**src/design/hsv_pkg.sv**
```systemverilog
package hsv_pkg;

  // Largest accepted grid dimension
  localparam int unsigned MAX_DIMENSION = 32768;

  // Header geometry and float limits
  localparam logic [4:0]  HEADER_BYTES    = 5'd24;
  localparam logic [4:0]  MAGIC_BYTES     = 5'd8;
  localparam logic [4:0]  CHUNK_BYTES     = 5'd4;
  localparam logic [31:0] FLT_MAX_BITS    = 32'h7F7F_FFFF;
  localparam logic [31:0] FLT_LOWEST_BITS = 32'hFF7F_FFFF;

  // Format mode codes
  localparam logic [1:0] MODE_AUTO  = 2'd0;
  localparam logic [1:0] MODE_RAW   = 2'd1;
  localparam logic [1:0] MODE_CHUNK = 2'd2;

  // Status codes
  localparam logic [3:0] ST_OK        = 4'd0;
  localparam logic [3:0] ST_UNKNOWN   = 4'd1;
  localparam logic [3:0] ST_CHUNKED   = 4'd2;
  localparam logic [3:0] ST_MISMATCH  = 4'd3;
  localparam logic [3:0] ST_TRUNCATED = 4'd4;
  localparam logic [3:0] ST_BAD_DIMS  = 4'd5;
  localparam logic [3:0] ST_BAD_SPACE = 4'd6;
  localparam logic [3:0] ST_SIZE      = 4'd7;
  localparam logic [3:0] ST_NONFINITE = 4'd8;

  // Result kinds
  localparam logic KIND_SAMPLE = 1'b0;
  localparam logic KIND_FINAL  = 1'b1;

  typedef struct packed {
    logic [7:0] data_byte;
    logic       last;
  } in_t;

  typedef struct packed {
    logic        result_kind;
    logic [14:0] pos_x;
    logic [14:0] pos_y;
    logic [31:0] height_bits;
    logic [3:0]  status;
    logic [31:0] min_bits;
    logic [31:0] max_bits;
    logic [15:0] grid_width;
    logic [15:0] grid_height;
    logic [31:0] spacing_x_bits;
    logic [31:0] spacing_z_bits;
    logic        final_flag;
  } out_t;

  // Expected file magic, byte by byte; the first four also form the archive tag
  function automatic logic [7:0] magic_byte(input logic [2:0] idx);
    logic [7:0] r;
    case (idx)
      3'd0:    r = 8'h45;
      3'd1:    r = 8'h56;
      3'd2:    r = 8'h54;
      3'd3:    r = 8'h52;
      3'd4:    r = 8'h4E;
      3'd5:    r = 8'h00;
      3'd6:    r = 8'h01;
      default: r = 8'h00;
    endcase
    return r;
  endfunction

  function automatic logic is_finite(input logic [31:0] v);
    return v[30:23] != 8'hFF;
  endfunction

  function automatic logic spacing_ok(input logic [31:0] v);
    return !v[31] && is_finite(v) && (v[30:0] != 31'd0);
  endfunction

  function automatic logic dims_ok(input logic [31:0] w, input logic [31:0] h);
    return (w >= 32'd1) && (w <= 32'(MAX_DIMENSION)) &&
           (h >= 32'd1) && (h <= 32'(MAX_DIMENSION));
  endfunction

  // Sign-magnitude order, minus zero equal to plus zero
  function automatic logic key_lt(input logic [31:0] a, input logic [31:0] b);
    logic signed [32:0] ka;
    logic signed [32:0] kb;
    ka = a[31] ? -$signed({2'b00, a[30:0]}) : $signed({2'b00, a[30:0]});
    kb = b[31] ? -$signed({2'b00, b[30:0]}) : $signed({2'b00, b[30:0]});
    return ka < kb;
  endfunction

endpackage

```
**src/design/heightfield_stream_validator_unit.sv**
```systemverilog
// A result is written into the result queue when the byte causing it is transferred.
// Throughput: one byte per cycle while in_stall_o is low; a file's last byte can
//   yield two results, which drain through a four-entry queue, one per cycle unless
//   out_stall_i is high. Input stalls while the queue has fewer than two free entries.
// Reset (rst_ni low, asynchronous) clears the parse state, the queue and format_mode;
//   after each last byte the parse state returns to its reset value by itself.
module heightfield_stream_validator_unit
  import hsv_pkg::*;
(
  input  logic       clk_i,
  input  logic       rst_ni,
  input  logic       in_valid_i,
  output logic       in_stall_o,
  input  in_t        in_data_i,
  output logic       out_valid_o,
  input  logic       out_stall_i,
  output out_t       out_data_o,
  input  logic       cfg_valid_i,
  output logic       cfg_ready_o,
  input  logic [1:0] cfg_data_i
);

  localparam int unsigned QDEPTH = 4;

  logic [1:0]  fmt_q;
  logic [4:0]  bc_q, bc_d;
  logic        hpd_q, hpd_d;
  logic        raw_ok_q, raw_ok_d;
  logic        chk_ok_q, chk_ok_d;
  logic [31:0] hw_q, hw_d;
  logic [31:0] hh_q, hh_d;
  logic [31:0] sx_q, sx_d;
  logic [31:0] sz_q, sz_d;
  logic [23:0] asm_q, asm_d;
  logic [1:0]  bis_q, bis_d;
  logic [14:0] col_q, col_d;
  logic [15:0] row_q, row_d;
  logic [31:0] min_q, min_d;
  logic [31:0] max_q, max_d;
  logic        nf_q, nf_d;
  logic        exc_q, exc_d;

  out_t        q_mem_q [QDEPTH];
  logic [1:0]  head_q, tail_q;
  logic [2:0]  cnt_q;

  logic        in_acc, out_acc;
  logic [1:0]  push_n;
  out_t        res_a, res_b;

  logic [31:0] samp;
  logic        fin;
  logic [15:0] col_nx;
  logic        have8, have4, raw_d, dv, sv;
  logic [3:0]  st;
  logic [7:0]  b;

  assign in_acc      = in_valid_i && !in_stall_o;
  assign out_acc     = out_valid_o && !out_stall_i;
  assign in_stall_o  = cnt_q > 3'(QDEPTH - 2);
  assign out_valid_o = cnt_q != 3'd0;
  assign out_data_o  = q_mem_q[head_q];
  assign cfg_ready_o = 1'b1;
  assign b           = in_data_i.data_byte;

  // Hold the format register
  always_ff @(posedge clk_i or negedge rst_ni) begin
    if (!rst_ni) begin
      fmt_q <= MODE_AUTO;
    end else if (cfg_valid_i && cfg_ready_o) begin
      fmt_q <= cfg_data_i;
    end
  end

  // Parse one byte, build the results it causes
  always_comb begin
    bc_d = bc_q; hpd_d = hpd_q; raw_ok_d = raw_ok_q; chk_ok_d = chk_ok_q;
    hw_d = hw_q; hh_d = hh_q; sx_d = sx_q; sz_d = sz_q;
    asm_d = asm_q; bis_d = bis_q; col_d = col_q; row_d = row_q;
    min_d = min_q; max_d = max_q; nf_d = nf_q; exc_d = exc_q;
    push_n = 2'd0;
    res_a  = '0;
    res_b  = '0;
    samp   = {b, asm_q};
    fin    = is_finite(samp);
    col_nx = {1'b0, col_q} + 16'd1;
    have8 = 1'b0; have4 = 1'b0; raw_d = 1'b0; dv = 1'b0; sv = 1'b0;
    st = ST_OK;

    if (in_acc) begin
      if (!hpd_q) begin
        // Header phase: magic, then byte lanes of the four header words
        case (bc_q[4:2])
          3'd0, 3'd1: begin
            if (b != magic_byte(bc_q[2:0])) raw_ok_d = 1'b0;
            if (bc_q < CHUNK_BYTES && b != magic_byte(bc_q[2:0])) chk_ok_d = 1'b0;
          end
          3'd2:    hw_d[{bc_q[1:0], 3'b000} +: 8] = b;
          3'd3:    hh_d[{bc_q[1:0], 3'b000} +: 8] = b;
          3'd4:    sx_d[{bc_q[1:0], 3'b000} +: 8] = b;
          3'd5:    sz_d[{bc_q[1:0], 3'b000} +: 8] = b;
          default: ;
        endcase
        bc_d = bc_q + 5'd1;
        if (bc_d >= HEADER_BYTES) begin
          bc_d  = HEADER_BYTES;
          hpd_d = 1'b1;
        end
      end else if (dims_ok(hw_q, hh_q) && ({16'd0, row_q} < hh_q)) begin
        if (bis_q != 2'd3) begin
          asm_d[{bis_q, 3'b000} +: 8] = b;
          bis_d = bis_q + 2'd1;
        end else begin
          asm_d = '0;
          bis_d = 2'd0;
          if (fin && !nf_q) begin
            if (key_lt(samp, min_q)) min_d = samp;
            if (key_lt(max_q, samp)) max_d = samp;
            if (fmt_q != MODE_CHUNK && raw_ok_q && spacing_ok(sx_q) && spacing_ok(sz_q)) begin
              res_a.result_kind = KIND_SAMPLE;
              res_a.pos_x       = col_q;
              res_a.pos_y       = row_q[14:0];
              res_a.height_bits = samp;
              res_a.final_flag  = !in_data_i.last;
              push_n            = 2'd1;
            end
          end
          if (!fin) nf_d = 1'b1;
          if ({16'd0, col_nx} >= hw_q) begin
            col_d = '0;
            row_d = row_q + 16'd1;
          end else begin
            col_d = col_nx[14:0];
          end
        end
      end else begin
        // Drop bytes past the grid, or all grid bytes when the dimensions are out of range
        exc_d = 1'b1;
      end

      if (in_data_i.last) begin
        // Final status in priority order
        have8 = hpd_d || (bc_d >= MAGIC_BYTES);
        have4 = hpd_d || (bc_d >= CHUNK_BYTES);
        raw_d = (fmt_q != MODE_CHUNK) && have8 && raw_ok_d;
        dv    = raw_d && hpd_d && dims_ok(hw_d, hh_d);
        sv    = raw_d && hpd_d;
        if (fmt_q == MODE_CHUNK) st = ST_CHUNKED;
        else if (!(have8 && raw_ok_d)) begin
          if (fmt_q == MODE_RAW) st = ST_MISMATCH;
          else st = (have4 && chk_ok_d) ? ST_CHUNKED : ST_UNKNOWN;
        end
        else if (!hpd_d) st = ST_TRUNCATED;
        else if (!dims_ok(hw_d, hh_d)) st = ST_BAD_DIMS;
        else if (!spacing_ok(sx_d) || !spacing_ok(sz_d)) st = ST_BAD_SPACE;
        else if (exc_d || bis_d != 2'd0 || {16'd0, row_d} != hh_d || col_d != 15'd0)
          st = ST_SIZE;
        else if (nf_d) st = ST_NONFINITE;
        else st = ST_OK;

        res_b.result_kind    = KIND_FINAL;
        res_b.status         = st;
        res_b.min_bits       = (st == ST_OK) ? min_d : 32'd0;
        res_b.max_bits       = (st == ST_OK) ? max_d : 32'd0;
        res_b.grid_width     = dv ? hw_d[15:0] : 16'd0;
        res_b.grid_height    = dv ? hh_d[15:0] : 16'd0;
        res_b.spacing_x_bits = sv ? sx_d : 32'd0;
        res_b.spacing_z_bits = sv ? sz_d : 32'd0;
        res_b.final_flag     = 1'b1;
        if (push_n == 2'd1) begin
          push_n = 2'd2;
        end else begin
          res_a  = res_b;
          push_n = 2'd1;
        end

        // Start a new file
        bc_d = '0; hpd_d = 1'b0; raw_ok_d = 1'b1; chk_ok_d = 1'b1;
        hw_d = '0; hh_d = '0; sx_d = '0; sz_d = '0;
        asm_d = '0; bis_d = '0; col_d = '0; row_d = '0;
        min_d = FLT_MAX_BITS; max_d = FLT_LOWEST_BITS; nf_d = 1'b0; exc_d = 1'b0;
      end
    end
  end

  // Hold the parse state
  always_ff @(posedge clk_i or negedge rst_ni) begin
    if (!rst_ni) begin
      bc_q <= '0; hpd_q <= 1'b0; raw_ok_q <= 1'b1; chk_ok_q <= 1'b1;
      hw_q <= '0; hh_q <= '0; sx_q <= '0; sz_q <= '0;
      asm_q <= '0; bis_q <= '0; col_q <= '0; row_q <= '0;
      min_q <= FLT_MAX_BITS; max_q <= FLT_LOWEST_BITS; nf_q <= 1'b0; exc_q <= 1'b0;
    end else begin
      bc_q <= bc_d; hpd_q <= hpd_d; raw_ok_q <= raw_ok_d; chk_ok_q <= chk_ok_d;
      hw_q <= hw_d; hh_q <= hh_d; sx_q <= sx_d; sz_q <= sz_d;
      asm_q <= asm_d; bis_q <= bis_d; col_q <= col_d; row_q <= row_d;
      min_q <= min_d; max_q <= max_d; nf_q <= nf_d; exc_q <= exc_d;
    end
  end

  // Result queue: write up to two entries, advance head on each output transfer
  always_ff @(posedge clk_i) begin
    if (push_n != 2'd0) q_mem_q[tail_q] <= res_a;
    if (push_n == 2'd2) q_mem_q[tail_q + 2'd1] <= res_b;
  end

  always_ff @(posedge clk_i or negedge rst_ni) begin
    if (!rst_ni) begin
      head_q <= '0;
      tail_q <= '0;
      cnt_q  <= '0;
    end else begin
      tail_q <= tail_q + push_n;
      if (out_acc) head_q <= head_q + 2'd1;
      cnt_q <= cnt_q + {1'b0, push_n} - {2'b00, out_acc};
    end
  end

  // Checks
  a_cnt_bound: assert property (@(posedge clk_i) disable iff (!rst_ni)
    cnt_q <= 3'(QDEPTH))
    else $error("result queue overflow");

  a_file_restart: assert property (@(posedge clk_i) disable iff (!rst_ni)
    in_acc && in_data_i.last |=> bc_q == 5'd0 && !hpd_q && raw_ok_q && !nf_q)
    else $error("parse state not cleared after last byte");

  a_hdr_count: assert property (@(posedge clk_i) disable iff (!rst_ni)
    hpd_q |-> bc_q == HEADER_BYTES)
    else $error("header done with wrong byte count");

  a_sample_clean: assert property (@(posedge clk_i) disable iff (!rst_ni)
    out_valid_o && out_data_o.result_kind == KIND_SAMPLE |->
      out_data_o.status == ST_OK && is_finite(out_data_o.height_bits))
    else $error("sample result carries status or non-finite value");

  a_final_minmax: assert property (@(posedge clk_i) disable iff (!rst_ni)
    out_valid_o && out_data_o.result_kind == KIND_FINAL && out_data_o.status != ST_OK |->
      out_data_o.min_bits == 32'd0 && out_data_o.max_bits == 32'd0 &&
      out_data_o.final_flag)
    else $error("failed final result carries extremes");

endmodule

```
**config.mk**
```make
export PLATFORM = sky130hd
export DESIGN_NAME = heightfield_stream_validator_unit
export DESIGN_NICKNAME = d
export VERILOG_FILES = /design/src/design/hsv_pkg.sv /design/src/design/heightfield_stream_validator_unit.sv
export SDC_FILE = /design/constraint.sdc
export NUM_CORES = 2
export LEC_CHECK = 0
export CORE_ASPECT_RATIO = 0.5
export CORE_MARGIN = 10
export CORE_UTILIZATION = 39
export CTS_BUF_LIST = sky130_fd_sc_hd__clkbuf_2 sky130_fd_sc_hd__clkbuf_4 sky130_fd_sc_hd__clkbuf_8
export DETAILED_ROUTE_END_ITERATION = 16
export DONT_BUFFER_PORTS = 1
export SYNTH_ARGS = -nofsm -noshare
export SYNTH_HDL_FRONTEND = slang
export SYNTH_SLANG_ARGS = --single-unit
```
**constraint.sdc**
```tcl
create_clock -name clk_i -period 10.05 [get_ports clk_i]
set_input_delay 3.015 -clock clk_i [delete_from_list [all_inputs] [get_ports clk_i]]
set_output_delay 3.015 -clock clk_i [all_outputs]
set_load 0.05 [all_outputs]
```
=== Word level (Yosys, flattened, before mapping) ===
Memories as Yosys holds them, arrays and structs flattened.
Index checks and enable logic that the tools add are counted.

* Add/subtract/negate cells: 14
* $lt $le $gt $ge: 17
* Equal/unequal tests: 23
* Shifts and indexed selects: 4
* Mux-type cells: 136
* Reduce and logical (&&, ||, !) cells: 59

{| class="wikitable"
|+ Operator list
! cell !! number
|-
| 32-bit 2-to-1 mux || 32
|-
| 228-bit 2-to-1 mux || 3
|-
| 165-bit 2-to-1 mux || 2
|-
| 62-bit 2-to-1 mux || 5
|-
| 32-bit bitwise mux || 4
|-
| 32-bit by 1-bit greater-or-equal comparator with 1-bit output (second input constant) || 4
|-
| 32-bit by 16-bit less-or-equal comparator with 1-bit output (second input constant) || 4
|-
| 16-bit 2-to-1 mux || 8
|-
| 31-bit nonzero test || 4
|-
| 33-bit 2-to-1 mux || 3
|-
| 31-bit negator with 33-bit output || 3
|-
| 24-bit 2-to-1 mux || 4
|-
| 15-bit 2-to-1 mux || 6
|-
| 33-bit < comparator || 2
|-
| 7-bit one-hot mux with 6 select lines || 1
|-
| 1-bit 2-to-1 mux || 40
|-
| 8-bit != test (second input constant) || 5
|-
| 4-bit 2-to-1 mux || 9
|-
| 16-bit by 32-bit greater-or-equal comparator with 1-bit output || 1
|-
| 16-bit by 32-bit < comparator with 1-bit output || 1
|-
| 16-bit by 32-bit != test with 1-bit output || 1
|-
| 8-bit by 7-bit variable shift with 32-bit output (first input constant) || 1
|-
| 8-bit by 7-bit variable part select with 32-bit output || 1
|-
| 1-bit logical AND || 28
|-
| 35 further kinds || 81
|}

* Register bits after elaboration: 268
* RAM bits: 912
* Bits of input ports: 16
* Output and inout bits: 231
* Word-level logic and storage cells: 274
* Memories: 1

{| class="wikitable"
|+ Memories
! memory !! depth !! bits a word !! rd ports !! clocked after memory_dff !! write ports !! line !! RTL
|-
| q_mem_q || 4 || 228 || 1 || 0 || 2 || heightfield_stream_validator_unit.sv:43 || <nowiki>out_t q_mem_q [QDEPTH];</nowiki>
|}

=== Longest topological paths before layout ===
* Depth after elaboration: 25
* Depth in mapped cells: 24
* Gate-level depth less buffers: 22

=== Worst setup path before layout ===
Ideal clock, no wire load.

* Path type: input to register
* Start point: input in_data_i[4] (netlist bit)
* End point: memory q_mem_q[1][163] (netlist bit), data pin
* Library setup time: 0.141 ns
* Arrival time: 9.334 ns
* Required time: 9.909 ns
* Path slack: 0.575 ns
* Cell stages on the path: 15
* Buffers on the path: 6
* Cells stage by stage: clkbuf_1 > nand4_1 > o21bai_1 > or3_1 > clkbuf_1 > ha_1 > clkbuf_1 > mux2i_1 > or3_1 > clkbuf_1 > inv_1 > nand2_1 > buf_1 > buf_1 > nor2_1

{| class="wikitable"
|+ RTL lines
! item !! line !! RTL
|-
| from (decl) || heightfield_stream_validator_unit.sv:14 || <nowiki>input in_t in_data_i,</nowiki>
|-
| to (decl) || heightfield_stream_validator_unit.sv:43 ||
|}

==> impl_metrics.tcl <==
set metrics [dict create \
    maxCapViolations 0 \
    grt_usage_pct 21.9 \
    syn_inst 4816 \
    critPathKind "flip-flop to flip-flop" \
    drv_slew 27 \
    die_w_microns 564 \
    postCtsHoldBufs 0 \
    pin_count 247 \
    post_cts.repair.setup_buffers 0 \
    overflow 0 \
    yosysSeqAreaShare_pct 54.9 \
    cts.repair.resized 0 \
    routed_wl_microns 187000 \
    min_period_over_period_pct 76.4 \
    routedWlPerCell_microns 27.5 \
    final-setup-viol-count 0 \
    grt_setup_unrepaired "no" \
    grt_pass1_vias 40051 \
    hold_viol 0 \
    syn-num-nets 4951 \
    cts_made_buffers 178 \
    pre_cts_ws_ns 2.16 \
    min_path_type "flip-flop to flip-flop" \
    crit_path_max_fanout 193 \
    clock-root-buffer "clkbuf_8" \
    status "finished, violations left" \
    ant_nets 0 \
    critPathLaunchType "flip-flop" \
    grt_pass1_wl_microns 275000 \
    fin_setup_tns_ns 0 \
    startpoint "col_q[0]" \
    final.setup_skew_ns 0.0683 \
    cp-endpoint "q_mem_q[0][140]" \
    regArea_sq_mm 0.0317 \
    synth_edf_count 664 \
    antenna_found_initial 7 \
    die_y_microns 292 \
    final_common_cell "edfxtp_1" \
    ys.flop_type "edfxtp_1" \
    row_count 99 \
    fmax_ghz 0.130 \
    dpl.hpwl_microns 117000 \
    synthDistinctLibCells 105 \
    insertion_delay_ns 0.93 \
    violations "max-slew violations" \
    power.density_mw_per_mm2 270 \
    grt_max_degree 269 \
    place_area_sq_mm 0.0591 \
    tightest_slew_ns 1.52 \
    p_leak_uw 0.0222 \
    nets 4792 \
    syn_area_per_cell_sq_um 12.0 \
    max_slew_margin_pct -1.11 \
    areaGrowthSynthToFinish_pct 9.42 \
    drt-initial-drc-count 4422 \
    synthArstFlopShare_pct 22.7 \
    max-clock-path-buffers 3 \
    viasPerCell 6.10 \
    netlist_area_sq_mm 0.0577 \
    required_ns 10.66 \
    fin_util_pct 43.1 \
    htree_levels 4 \
    ir_drop_mv 0.260 \
    multi_input_area_sq_mm 0.0238 \
    drtPass1Iterations 5 \
    worstReg2RegStart "col_q[0]" \
    tritoncts "yes" \
    drive_gt1_share_pct 17.2 \
    power_uw 17100 \
    core_sq_mm 0.146 \
    yosys_warnings 0 \
    vias 41384 \
    dieArea_sq_mm 0.165 \
    portBuffers 0 \
    end_kind "flip-flop" \
    reg2reg_slack_ns 2.38 \
    cts.sinks 1180 \
    place_congestion 0.909 \
    setup_ws_ns 2.38 \
    drc 0 \
    start_util_pct 39.4 \
    r2r_cells 17 \
    r2r_end "q_mem_q[0][140]" \
    n_fill_cell 13446 \
    arrival_ns 8.28 \
    ys_seq_elements 1180 \
    final_cell_mix "edfxtp_1 (664), nor2_1 (521), nor3_1 (330)" \
    finalInstanceArea_sq_mm 0.0631 \
    cts.clk_slew.worst_paths_ns 0.07 \
    period_needed_ns 7.67 \
]
==> routing by layer <==
layer / GRT usage, % / up-vias / wire length (microns)
met5: 0 / - / 34
met4: 6.58 / 6 / 5100
met2: 34.8 / 1861 / 87700
met3: 4.50 / 317 / 15300
li1: - / 17956 / -
met1: 30.1 / 21244 / 78800
==> cells by family after synthesis <==
family                   share of synthesized area, %
AO/OA/AOI/OAI                                    11.8
XOR/XNOR                                         2.00
adder cells (fa/ha/maj)                          2.61
buffers and inverters                            4.08
flip-flops                                       54.9
multiplexers                                     11.2
other                                         0.00650
AND/OR/NAND/NOR                                  13.4
==> where the power goes <==
part           internal (uW)  switching (uW)  leakage [uW]
Clock                   2410            2020       0.00212
Combinational           1850            4720       0.00828
Sequential              5500             572        0.0118
==> Yosys cell counts, types with 80 or more instances <==
master    count  area [sq um]
a21oi_1      83           415
a22o_1      323          2830
clkbuf_1    277          1040
dfrtp_1     205          5130
dfxtp_1     248          4960
edfxtp_1    664         19900
ha_1        118          1480
inv_1       121           454
mux2i_1      86           861
mux4_2      228          5130
nand2_1     260           976
nand3_1      89           445
nor2_1      522          1960
nor3_1      330          1650
o21ai_0     186           931
xnor2_1      80           701
==> how the worst min path moves through the flow <==
stage,endpoint,cells past startpoint,slack [ns],start
global route,q_mem_q[2][183],1,0.48,q_mem_q[2][183]
finish,q_mem_q[3][206],1,0.47,q_mem_q[3][206]
floorplan,q_mem_q[3][217],1,0.44,q_mem_q[3][217]
CTS,q_mem_q[3][206],1,0.47,q_mem_q[3][206]
detailed placement,q_mem_q[2][208],1,0.45,q_mem_q[2][208]
global placement,q_mem_q[2][206],1,0.45,q_mem_q[2][206]
==> metrics by stage <==
step           hold slack, ns  std cells
6_report                0.470       6789
5_1_grt                 0.480       6786
4_1_cts                 0.472       6783
3_5_place_dp            0.452       6446
3_3_place_gp            0.451       6446
2_1_floorplan           0.437       4816
==> sequential cells by signal (all words and copies together) (netlist names) <==
name      count
nf_q          1
bc_q          5
q_mem_q     912
cnt_q         3
head_q        2
raw_ok_q      1
hpd_q         1
fmt_q         2
max_q        32
exc_q         1
hw_q         32
sz_q         32
tail_q        2
row_q        16
asm_q        24
bis_q         2
sx_q         32
col_q        15
hh_q         32
min_q        32
chk_ok_q      1
==> worst max-delay path, stage by stage (launching register included) <==
cell and delay (ns):
dfrtp_1 0.66, ha_1 0.37, nand3_1 0.34, nor3_1 0.68
nand3_1 0.26, xnor2_1 0.24, ha_1 0.32, nand4_1 0.12
or2_1 0.30, a2111oi_2 0.75, o31ai_4 0.28, nor4_4 0.50
a21oi_1 0.19, o221a_2 0.32, nand4_1 0.25, a32o_4 0.71
buf_12 0.58, nor3_1 0.16
==> cell type report <==
type / count / area share [%]
sequential: 1180 / 50.2
multi-input combinational: 3091 / 37.7
clock buffer: 272 / 5.23
tap: 1969 / 3.90
clock inverter: 65 / 1.10
timing repair buffer: 82 / 1.07
inverter: 124 / 0.785
antenna: 6 / 0.0238
No activity file was read; power rests on OpenSTA's default activity.
